`src/rtl/iterative_sigma_clip_top_macros.svh`:
```
// Assertion macros for the sigma clipping block
`ifndef ITERATIVE_SIGMA_CLIP_TOP_MACROS_SVH
`define ITERATIVE_SIGMA_CLIP_TOP_MACROS_SVH
// implication checked every clock outside reset
`define ISC_ASSERT_IMPL(lbl, clk, rst_n, a, c) \
    lbl: assert property (@(posedge clk) disable iff (!rst_n) (a) |-> (c)) \
        else $error("isc assertion failed");
// next-cycle implication
`define ISC_ASSERT_NEXT(lbl, clk, rst_n, a, c) \
    lbl: assert property (@(posedge clk) disable iff (!rst_n) (a) |=> (c)) \
        else $error("isc assertion failed");
`endif

```
`src/rtl/isc_pkg.sv`:
```
// ----------------------------------------------------------------------------
// isc_pkg
// Types and constants shared by the sigma clipping block.
// ----------------------------------------------------------------------------
package isc_pkg;
    localparam int MAX_PIXELS = 1024;
    localparam int AW = $clog2(MAX_PIXELS);
    localparam int CW = AW + 1;
    localparam int MIN_KEEP = 10;
    localparam int MIN_DETECT = 3;
    localparam int FIRST_GOOD = 100;
    localparam logic signed [31:0] LOW_LIMIT = -32'sd1310720;
    localparam logic [31:0] SMALL_MAG = 32'd6;
    localparam logic [47:0] RATE_MAX = 48'h7FFF_FFFF_FFFF;

    localparam logic [1:0] REG_NSIGMA = 2'd0;
    localparam logic [1:0] REG_MAXC = 2'd1;
    localparam logic [1:0] REG_USEEXP = 2'd2;

    typedef struct packed {
        logic        mode;
        logic [31:0] pixel_value;
        logic [31:0] exposure_value;
        logic        prior_reject;
        logic        last_pixel;
        logic [9:0]  read_index;
    } t_in;

    typedef struct packed {
        logic        result_kind;
        logic [47:0] clipped_sum;
        logic [10:0] good_count;
        logic        reject_flag;
    } t_out;

    typedef enum logic [3:0] {
        S_IDLE, S_RD, S_P1, S_MEAN, S_P2, S_SQRT, S_THR, S_P3, S_NEXT, S_DONE
    } t_state;

    // divider request/response
    typedef struct packed {
        logic        start;
        logic [63:0] num;
        logic [63:0] den;
    } t_div_req;

    typedef struct packed {
        logic        done;
        logic [63:0] quo;
    } t_div_rsp;
endpackage

```
`src/rtl/isc_div.sv`:
```
// ----------------------------------------------------------------------------
// isc_div
// Radix-2 restoring divider, 64 by 64, one quotient bit per cycle.
// ----------------------------------------------------------------------------
module isc_div (
    input  logic              i_clk,
    input  logic              i_rst_n,
    input  isc_pkg::t_div_req i_req,
    output isc_pkg::t_div_rsp o_rsp
);
    import isc_pkg::*;
    logic [63:0] r_rem, r_quo, r_den, n_rem_sh;
    logic [64:0] diff;
    logic [6:0]  r_cnt;
    logic        r_busy, r_done;

    assign n_rem_sh = {r_rem[62:0], r_quo[63]};
    assign diff = {r_rem, r_quo[63]} - {1'b0, r_den};

    always_ff @(posedge i_clk) begin
        if (!i_rst_n) begin
            r_busy <= 1'b0;
            r_done <= 1'b0;
            r_cnt  <= '0;
        end else begin
            r_done <= 1'b0;
            if (i_req.start) begin
                r_busy <= 1'b1;
                r_cnt  <= 7'd64;
                r_rem  <= '0;
                r_quo  <= i_req.num;
                r_den  <= i_req.den;
            end else if (r_busy) begin
                if (!diff[64]) begin
                    r_rem <= diff[63:0];
                    r_quo <= {r_quo[62:0], 1'b1};
                end else begin
                    r_rem <= n_rem_sh;
                    r_quo <= {r_quo[62:0], 1'b0};
                end
                r_cnt <= r_cnt - 7'd1;
                if (r_cnt == 7'd1) begin
                    r_busy <= 1'b0;
                    r_done <= 1'b1;
                end
            end
        end
    end

    assign o_rsp.done = r_done;
    assign o_rsp.quo  = r_quo;
endmodule

```
`config.mk`:
```
export PLATFORM = sky130hd
export DESIGN_NAME = isc_div
export DESIGN_NICKNAME = d
export VERILOG_FILES = /design/src/rtl/iterative_sigma_clip_top_macros.svh /design/src/rtl/isc_pkg.sv /design/src/rtl/isc_div.sv
export SDC_FILE = /design/constraint.sdc
export NUM_CORES = 1
export LEC_CHECK = 0
export ABC_CLOCK_PERIOD_IN_PS = 6900
export BUFFER_PORTS_ARGS = -buffer_cell sky130_fd_sc_hd__buf_4
export CELL_PAD_IN_SITES_DETAIL_PLACEMENT = 1
export CELL_PAD_IN_SITES_GLOBAL_PLACEMENT = 2
export CORE_ASPECT_RATIO = 0.75
export CORE_UTILIZATION = 37
export CTS_CLUSTER_SIZE = 28
export DETAILED_ROUTE_END_ITERATION = 7
export PLACE_DENSITY = 0.9
export SLEW_MARGIN = 20
export SYNTH_ARGS = -nofsm -noshare
export SYNTH_HDL_FRONTEND = slang
export SYNTH_SLANG_ARGS = --single-unit
```
`constraint.sdc`:
```
create_clock -name i_clk -period 6.9 [get_ports i_clk]
set_input_delay 2.07 -clock i_clk [delete_from_list [all_inputs] [get_ports i_clk]]
set_output_delay 2.07 -clock i_clk [all_outputs]
set_load 0.05 [all_outputs]
```
==> flow_metrics.py, run 1 <==
metrics = {
    "clock_tree": {
        "htree_levels": 1,
        "cts.sinks": 201,
        "numCtsBuffers": 23,
        "clk_latency_ps": 540,
        "cts_setup_buffers": 0,
        "cts_resized": 0,
        "ctsLongestPathBuffers": 3,
        "path_clk_slew_ps": 60,
        "root_buffer": "clkbuf_16",
        "cts_tree": "done",
        "cts.hold.buffers_added": 0,
    },
    "place": {
        "gp_congestion": 0.882,
        "placedCellCount": 1784,
        "dpl_cell_area_sq_um": 14200,
        "io_buffer_count": 195,
        "post-dp-hpwl_microns": 28000,
    },
    "timing": {
        "relSlewSlack": 0.275,
        "tightest_slew_ps": 1080,
        "fin_setup_tns_ps": 0,
        "timing.hold.ws_ps": 480,
        "min_period_ps": 5100,
        "setup_viol": 0,
        "rsz0062_at_grt": "no",
        "fin_worst_skew_ps": 12.2,
        "fmax_ghz": 0.196,
        "hold_viol_final": 0,
        "finalMaxSlewViolations": 0,
        "post-route-period-util": 0.740,
    },
    "finish": {
        "drive_above_1_share": 0.232,
        "layout.cells.non_filler": 1826,
        "stdcell_area_sq_um": 15000,
        "diodes": 0,
        "synthToLayoutAreaGrowth_pct": 21.4,
        "fin_nets": 1565,
    },
    "synth": {
        "synth.area.top_cells": "edfxtp_1, ha_1, mux2_2",
        "synth_seq_cells": 201,
        "synthesis.area_sq_um": 12400,
        "synthDistinctLibCells": 73,
        "synth_seq_area_share": 0.481,
        "synth-async-reset-ratio": 0,
        "synth_edf_count": 192,
        "synth_mux_area_frac": 0.0606,
        "syn_nets": 1404,
        "yosys.area.top_type_share": 0.466,
        "synth_top_family_by_area": "compound AO/OA/AOI/OAI gates",
        "yosysMostFrequentCell": "edfxtp_1",
        "synth_xor_area_frac": 0.0368,
        "syn_inst": 1206,
        "ys_top_cells_by_count": "edfxtp_1, a21oi_1, o21ai_0",
        "yosysTopAreaCell": "edfxtp_1",
        "synth-compound-area-share": 0.179,
        "ys.flop_type": "edfxtp_1",
        "syn_avg_cell_area_sq_um": 10.3,
        "synth-simple-area-share": 0.126,
        "yosys_warnings": 0,
        "synthAdderAreaFrac": 0.0684,
    },
    "floorplan": {
        "die-area_sq_um": 34200,
        "initial_core_util": 0.379,
        "rows": 57,
        "core_area_sq_um": 32700,
        "die_x_microns": 213,
        "io_pins": 196,
        "die_h_microns": 160,
    },
    "drt": {
        "vias_per_cell": 5.62,
        "routed_wl_microns": 39000,
        "dr.pass1.iters": 5,
        "remaining_drc_errors": 0,
        "wl_per_cell_microns": 21.3,
        "antenna_left": 0,
        "drt_iter0_markers": 614,
        "num_vias": 10300,
    },
    "worst_setup_path": {
        "startpoint": "r_rem[56]$_SDFFCE_PP0P_",
        "reg2reg_from": "r_rem[56]$_SDFFCE_PP0P_",
        "path_class": "reg -> reg",
        "cp-start-kind": "flip-flop",
        "worstPathArrival_ps": 5340,
        "worst_ep_required_time_ps": 7140,
        "crit_fanout": 41,
        "cp-end-kind": "flip-flop",
    },
    "global_routing": {
        "antenna_found_initial": 0,
        "grt_pass1_wl_microns": 61200,
        "track_usage": 0.228,
        "grt_remaining_overflow": 0,
        "grt_max_degree": 68,
        "grt_pass1_vias": 11000,
    },
    "hold_path": {
        "min_from": "r_cnt[6]$_SDFFE_PN0N_",
        "hold_path_class": "reg -> reg",
    },
    "pwr": {
        "ir_drop_v": 0.000183,
        "power_density_nw_per_um2": 277,
        "power_leakage_nw": 5.96,
    },
    "status": {
        "status": "finished, final reports clean",
    },
    "run": {
        "cap_violations": 0,
    },
}
[layout make-up]
type,count,area (sq um)
clock buffers,25,583
clock inverters,17,253
fillers,3703,17600
inverters,82,308
multi-input cells,856,5840
flip-flops and latches,201,5950
well taps,442,553
repair buffers,203,1540
[per-layer routing]
layer / share of wire / GRT usage / up-vias
met4: 0.014 / 0.0409 / 0
met1: 0.47 / 0.314 / 5106
met3: 0.067 / 0.0579 / 36
met5: 0 / 0 / -
li1: - / - / 4830
met2: 0.45 / 0.365 / 288
[kinds of logic (layout without fill, tap and decap cells)]
| kind of cell | count (synthesis) | after routing |
|---|---|---|
| flops | 201 | 201 |
| mux | 67 | 67 |
| simple gates | 305 | 305 |
| buf+inv | 149 | 327 |
| xor+xnor | 52 | 52 |
| compound gates | 365 | 365 |
| fa+ha+maj | 67 | 67 |
[state kept, by name, summed over array words and instances, names as in the netlist]
| name | flops |
|---|---|
| r_rem | 64 |
| r_cnt | 7 |
| r_quo | 64 |
| r_busy | 1 |
| r_den | 64 |
| r_done | 1 |
[report_power, final]
part / internal [mW] / leakage (nW) / switching (mW)
sequential: 1.48 / 1.91 / 0.0543
clock: 0.842 / 0.409 / 0.543
combinational: 0.460 / 3.64 / 0.789
total: 2.78 / 5.96 / 1.39
[cell usage in the layout, fill, tap and decap left out, types with 13 or more instances in the layout]
cell and n:
nand2_1 69, o21bai_1 15, a21o_1 18, nand3_1 55, o21ai_0 97, a21oi_1 133
nand2b_1 16, and3_1 13, xnor2_1 29, buf_4 202, nor3_1 22, ha_1 66
nand4_1 26, nor2_1 54, edfxtp_1 192, inv_1 82, xor2_1 23, clkbuf_16 23
mux2_2 63
[critical path, cell delays in order (launching register included)]
cell	delay, ps
edfxtp_1	420
ha_1	550
nand3_1	280
or4_1	620
or2_2	370
or2_2	310
o311ai_4	120
and3_1	780
buf_4	570
or3_1	550
o22ai_1	220
[per-stage QoR]
step                 util  setup WS, ps  power, mW
floorplan               -           844       2.41
global placement    0.434          2110       2.75
detailed placement  0.434          1900       2.78
CTS                 0.460          1860       4.19
global route        0.460          1610       4.36
finish              0.460          1800       4.16
[path summary, 6_finish.rpt]
path | end | depth (start not counted) | slack [ps]
setup / recovery | r_rem[56]$_SDFFCE_PP0P_ | 10 | 1800
hold / removal | r_done$_SDFF_PP0_ | 1 | 480
setup reg to reg | r_rem[56]$_SDFFCE_PP0P_ | 10 | 1800
hold reg to reg | r_done$_SDFF_PP0_ | 1 | 480
Power figures use the tool's default switching activity.
==> run 2: changes to the inputs <==
--- a/config.mk
+++ b/config.mk
@@ -5,15 +5,15 @@
 export SDC_FILE = /design/constraint.sdc
 export NUM_CORES = 1
 export LEC_CHECK = 0
-export ABC_CLOCK_PERIOD_IN_PS = 6900
+export ABC_CLOCK_PERIOD_IN_PS = 4520
 export BUFFER_PORTS_ARGS = -buffer_cell sky130_fd_sc_hd__buf_4
 export CELL_PAD_IN_SITES_DETAIL_PLACEMENT = 1
 export CELL_PAD_IN_SITES_GLOBAL_PLACEMENT = 2
 export CORE_ASPECT_RATIO = 0.75
-export CORE_UTILIZATION = 37
+export CORE_UTILIZATION = 33
 export CTS_CLUSTER_SIZE = 28
 export DETAILED_ROUTE_END_ITERATION = 7
-export PLACE_DENSITY = 0.9
+export PLACE_DENSITY = 0.86
 export SLEW_MARGIN = 20
 export SYNTH_ARGS = -nofsm -noshare
 export SYNTH_HDL_FRONTEND = slang
==> constraint.sdc (replaced) <==
create_clock -name i_clk -period 4.52 [get_ports i_clk]
set_input_delay 1.356 -clock i_clk [delete_from_list [all_inputs] [get_ports i_clk]]
set_output_delay 1.356 -clock i_clk [all_outputs]
set_load 0.05 [all_outputs]
==> flow_metrics.py, run 2 (same netlist as run 1, synthesis figures left out) <==
metrics = {
    "place": {
        "io_buffer_count": 195,
        "placedCellCount": 1862,
        "post-dp-hpwl_microns": 29000,
        "gp_congestion": 0.842,
        "pre_cts_ws_ps": 353,
        "dpl_cell_area_sq_um": 14400,
    },
    "finish": {
        "synthToLayoutAreaGrowth_pct": 23.2,
        "fillerInstances": 4148,
        "stdcell_area_sq_um": 15200,
        "drive_above_1_share": 0.241,
        "layout_commonest_cell": "buf_4",
        "reg_top3": "r_den: 64 flops, r_quo: 64 flops, r_rem: 64 flops",
        "fin_nets": 1582,
        "layout.cells.non_filler": 1907,
        "fin_util": 0.412,
        "multi_input_area_sq_um": 5840,
        "seq_area_sq_um": 5950,
        "final_cell_mix": "buf_4, edfxtp_1, a21oi_1",
    },
    "timing": {
        "fin_worst_skew_ps": 24.4,
        "hold_viol_final": 0,
        "layout_setup_ws_ps": 313,
        "finalMaxSlewViolations": 0,
        "fmax_ghz": 0.238,
        "rsz0062_at_grt": "no",
        "setup_viol": 0,
        "relSlewSlack": 0.331,
        "fin_setup_tns_ps": 0,
        "timing.hold.ws_ps": 509,
        "min_period_ps": 4210,
        "tightest_slew_ps": 994,
        "post-route-period-util": 0.931,
    },
    "global_routing": {
        "grt_pass1_vias": 10900,
        "grt_pass1_wl_microns": 61800,
        "grt_max_degree": 66,
        "grt_remaining_overflow": 0,
        "track_usage": 0.206,
        "antenna_found_initial": 0,
    },
    "run": {
        "cap_violations": 0,
    },
    "hold_path": {
        "hold_path_class": "reg -> reg",
        "min_from": "r_cnt[6]$_SDFFE_PN0N_",
    },
    "worst_setup_path": {
        "timing.rr.end": "r_rem[14]$_SDFFCE_PP0P_",
        "cp-end-kind": "flip-flop",
        "r2r_cells": 12,
        "crit_fanout": 14,
        "startpoint": "r_quo[63]$_DFFE_PP_",
        "cp_top_family": "compound AO/OA/AOI/OAI gates",
        "cp-start-kind": "flip-flop",
        "worstPathArrival_ps": 4460,
        "slowest_stage": "o21ai_0",
        "worst_ep_required_time_ps": 4780,
        "path_class": "reg -> reg",
        "worstSetupPathDepth": 12,
        "crit_end": "r_rem[14]$_SDFFCE_PP0P_",
        "r2r_setup_slack_ps": 310,
        "path_cells": "inv_1 -> ha_1 -> fa_1 -> nand2b_1 -> a21oi_1 -> o21ai_0 -> nand2_1 -> o21ai_0 -> o311ai_4 -> and3_2 -> nor2_2 -> a311oi_1",
        "reg2reg_from": "r_quo[63]$_DFFE_PP_",
        "path_buf_inv": 1,
        "slowest_delay_ps": 730,
        "crit_top_cell": "o21ai_0",
    },
    "clock_tree": {
        "cts.hold.buffers_added": 0,
        "root_buffer": "clkbuf_16",
        "cts_tree": "done",
        "ctsLongestPathBuffers": 3,
        "cts_setup_buffers": 0,
        "cts_resized": 0,
        "path_clk_slew_ps": 60,
        "clk_latency_ps": 560,
        "cts.sinks": 201,
        "numCtsBuffers": 24,
        "htree_levels": 1,
    },
    "floorplan": {
        "die-area_sq_um": 38300,
        "rows": 61,
        "die_x_microns": 226,
        "core_area_sq_um": 37000,
        "initial_core_util": 0.334,
        "die_h_microns": 170,
        "io_pins": 196,
    },
    "drt": {
        "remaining_drc_errors": 0,
        "routed_wl_microns": 39400,
        "dr.pass1.iters": 4,
        "wl_per_cell_microns": 20.6,
        "vias_per_cell": 5.41,
        "drt_iter0_markers": 466,
        "num_vias": 10300,
        "antenna_left": 0,
    },
    "pwr": {
        "total_power_mw": 6.35,
        "ir_drop_v": 0.000294,
        "power_leakage_nw": 6.03,
        "power_density_nw_per_um2": 417,
    },
    "status": {
        "status": "finished, final reports clean",
    },
}
[run 2: per-layer routing]
metal | up-vias | global-route usage | share of wire
li1 | 4885 | - | -
met1 | 5098 | 0.288 | 0.47
met2 | 280 | 0.318 | 0.44
met3 | 53 | 0.0518 | 0.069
met4 | 0 | 0.0453 | 0.019
met5 | - | 0 | 0
[run 2: cell type report]
| cell class | count | share of cell area |
|---|---|---|
| clock buffers | 27 | 0.0402 |
| well taps | 504 | 0.0414 |
| inverters | 82 | 0.0202 |
| clock inverters | 17 | 0.0147 |
| multi-input cells | 856 | 0.384 |
| diodes | 1 | 0.000164 |
| flip-flops and latches | 201 | 0.390 |
| repair buffers | 219 | 0.110 |
[run 2: worst min path at each step]
| stage | to | slack (ps) | depth (start not counted) |
|---|---|---|---|
| global placement | r_done$_SDFF_PP0_ | 480 | 1 |
| detailed placement | r_done$_SDFF_PP0_ | 490 | 1 |
| floorplan | r_done$_SDFF_PP0_ | 440 | 1 |
| finish | r_done$_SDFF_PP0_ | 510 | 1 |
| global route | r_done$_SDFF_PP0_ | 510 | 1 |
| CTS | r_done$_SDFF_PP0_ | 500 | 1 |
[run 2: worst reg2reg max path, delay by kind of cell, from the launching register on]
family | cells | cell delay (ps)
AOI/OAI and AO/OA | 5 | 1510
buffers and inverters | 1 | 110
DFF | 1 | 480
and+or+nand+nor | 4 | 1420
adders and majority gates | 2 | 380
[run 2: report_power, final]
group | total (mW) | switching, mW | internal [mW] | leakage, nW
Sequential | 2.34 | 0.0882 | 2.25 | 1.91
Combinational | 1.93 | 1.20 | 0.731 | 3.72
Clock | 2.08 | 0.862 | 1.22 | 0.400
==> run 3: changes to the inputs <==
--- a/config.mk
+++ b/config.mk
@@ -14,6 +14,7 @@
 export CTS_CLUSTER_SIZE = 28
 export DETAILED_ROUTE_END_ITERATION = 7
 export PLACE_DENSITY = 0.86
+export RECOVER_POWER = 100
 export SLEW_MARGIN = 20
 export SYNTH_ARGS = -nofsm -noshare
 export SYNTH_HDL_FRONTEND = slang
==> flow_metrics.py, run 3 (same netlist as run 1, synthesis figures left out) <==
metrics = {
    "timing": {
        "fin_worst_skew_ps": 25.1,
        "min_period_ps": 4200,
        "post-route-period-util": 0.928,
        "setup_viol": 0,
        "hold_viol_final": 0,
        "fin_setup_tns_ps": 0,
        "relSlewSlack": -0.237,
        "layout_setup_ws_ps": 324,
        "fmax_ghz": 0.238,
        "finalMaxSlewViolations": 106,
        "tightest_slew_ps": 1860,
        "rsz0062_at_grt": "no",
    },
    "pwr": {
        "power_density_nw_per_um2": 422,
        "ir_drop_v": 0.000296,
        "total_power_mw": 6.31,
        "power_leakage_nw": 5.75,
    },
    "finish": {
        "fin_nets": 1582,
        "final_cell_mix": "edfxtp_1, a21oi_1, o21ai_0",
        "seq_area_sq_um": 5950,
        "layout.cells.non_filler": 1906,
        "reg_top3": "r_den: 64 flops, r_quo: 64 flops, r_rem: 64 flops",
        "layout_commonest_cell": "edfxtp_1",
        "synthToLayoutAreaGrowth_pct": 20.8,
        "drive_above_1_share": 0.188,
        "multi_input_area_sq_um": 5820,
        "diodes": 0,
        "fillerInstances": 4209,
    },
    "clock_tree": {
        "clk_latency_ps": 570,
        "cts_tree": "done",
        "root_buffer": "clkbuf_16",
        "cts.sinks": 201,
        "path_clk_slew_ps": 60,
        "htree_levels": 1,
        "cts_setup_buffers": 0,
        "numCtsBuffers": 24,
        "ctsLongestPathBuffers": 3,
        "cts_resized": 0,
        "cts.hold.buffers_added": 0,
    },
    "drt": {
        "remaining_drc_errors": 0,
        "num_vias": 10300,
        "drt_iter0_markers": 481,
        "routed_wl_microns": 39100,
        "wl_per_cell_microns": 20.5,
        "dr.pass1.iters": 4,
        "vias_per_cell": 5.40,
        "antenna_left": 0,
    },
    "place": {
        "gp_congestion": 0.842,
        "io_buffer_count": 195,
        "pre_cts_ws_ps": 353,
        "placedCellCount": 1862,
        "post-dp-hpwl_microns": 29000,
    },
    "worst_setup_path": {
        "path_class": "in -> reg",
        "crit_fanout": 40,
        "worst_ep_required_time_ps": 4730,
        "cp-start-kind": "input port",
        "worstPathArrival_ps": 4410,
        "cp-end-kind": "flip-flop",
    },
    "floorplan": {
        "io_pins": 196,
        "die_x_microns": 226,
        "initial_core_util": 0.334,
        "die-area_sq_um": 38300,
        "die_h_microns": 170,
        "core_area_sq_um": 37000,
        "rows": 61,
    },
    "global_routing": {
        "use_met1": 0.288,
        "grt_remaining_overflow": 0,
        "grt_max_degree": 66,
        "track_usage": 0.206,
        "met2_usage": 0.318,
        "grt_pass1_vias": 10900,
        "antenna_found_initial": 2,
        "use_met3": 0.0518,
        "grt_pass1_wl_microns": 61800,
        "grt_busiest_layer": "met2",
    },
    "run": {
        "cap_violations": 2,
    },
    "status": {
        "status": "complete, but fails checks",
        "violations": "capacitance limit, slew limit",
    },
    "hold_path": {
        "hold_path_class": "reg -> reg",
    },
}
[run 3: routing by layer]
layer	share of wire	vias up
met5	0.00069	-
met4	0.019	4
met2	0.44	285
li1	-	4881
met3	0.070	56
met1	0.47	5068
[run 3: worst max-delay path, cell delays in order]
cell	delay (ps)
clkbuf_1	880
o21a_1	1470
clkbuf_4	670
[run 3: through the flow]
| step | hold WS (ps) | util | instance area [sq um] |
|---|---|---|---|
| after floorplan | 441 | - | 12400 |
| after global placement | 483 | 0.389 | 14400 |
| after detailed placement | 494 | 0.389 | 14400 |
| after CTS | 504 | 0.412 | 15200 |
| after global routing | 510 | 0.404 | 14900 |
| final | 510 | 0.404 | 14900 |
[run 3: cell type report]
class                   instances  share of cell area
clock inverters                17              0.0150
flip-flops and latches        201               0.398
multi-input cells             856               0.389
clock buffers                  27              0.0410
well taps                     504              0.0422
repair buffers                219              0.0937
inverters                      82              0.0206
[run 3: power breakdown]
part | internal, mW | leakage (nW) | total [mW] | switching (mW)
clock network | 1.22 | 0.400 | 2.08 | 0.864
registers | 2.25 | 1.91 | 2.34 | 0.0866
logic | 0.691 | 3.44 | 1.88 | 1.19
[run 3: worst paths after layout]
kind / startpoint / depth (start not counted) / endpoint / slack [ps]
worst max-delay path: i_req[128] / 3 / r_rem[24]$_SDFFCE_PP0P_ / 320
worst min-delay path: r_cnt[6]$_SDFFE_PN0N_ / 1 / r_done$_SDFF_PP0_ / 510
worst max register to register: r_quo[63]$_DFFE_PP_ / 13 / r_rem[15]$_SDFFCE_PP0P_ / 350
worst min register to register: r_cnt[6]$_SDFFE_PN0N_ / 1 / r_done$_SDFF_PP0_ / 510
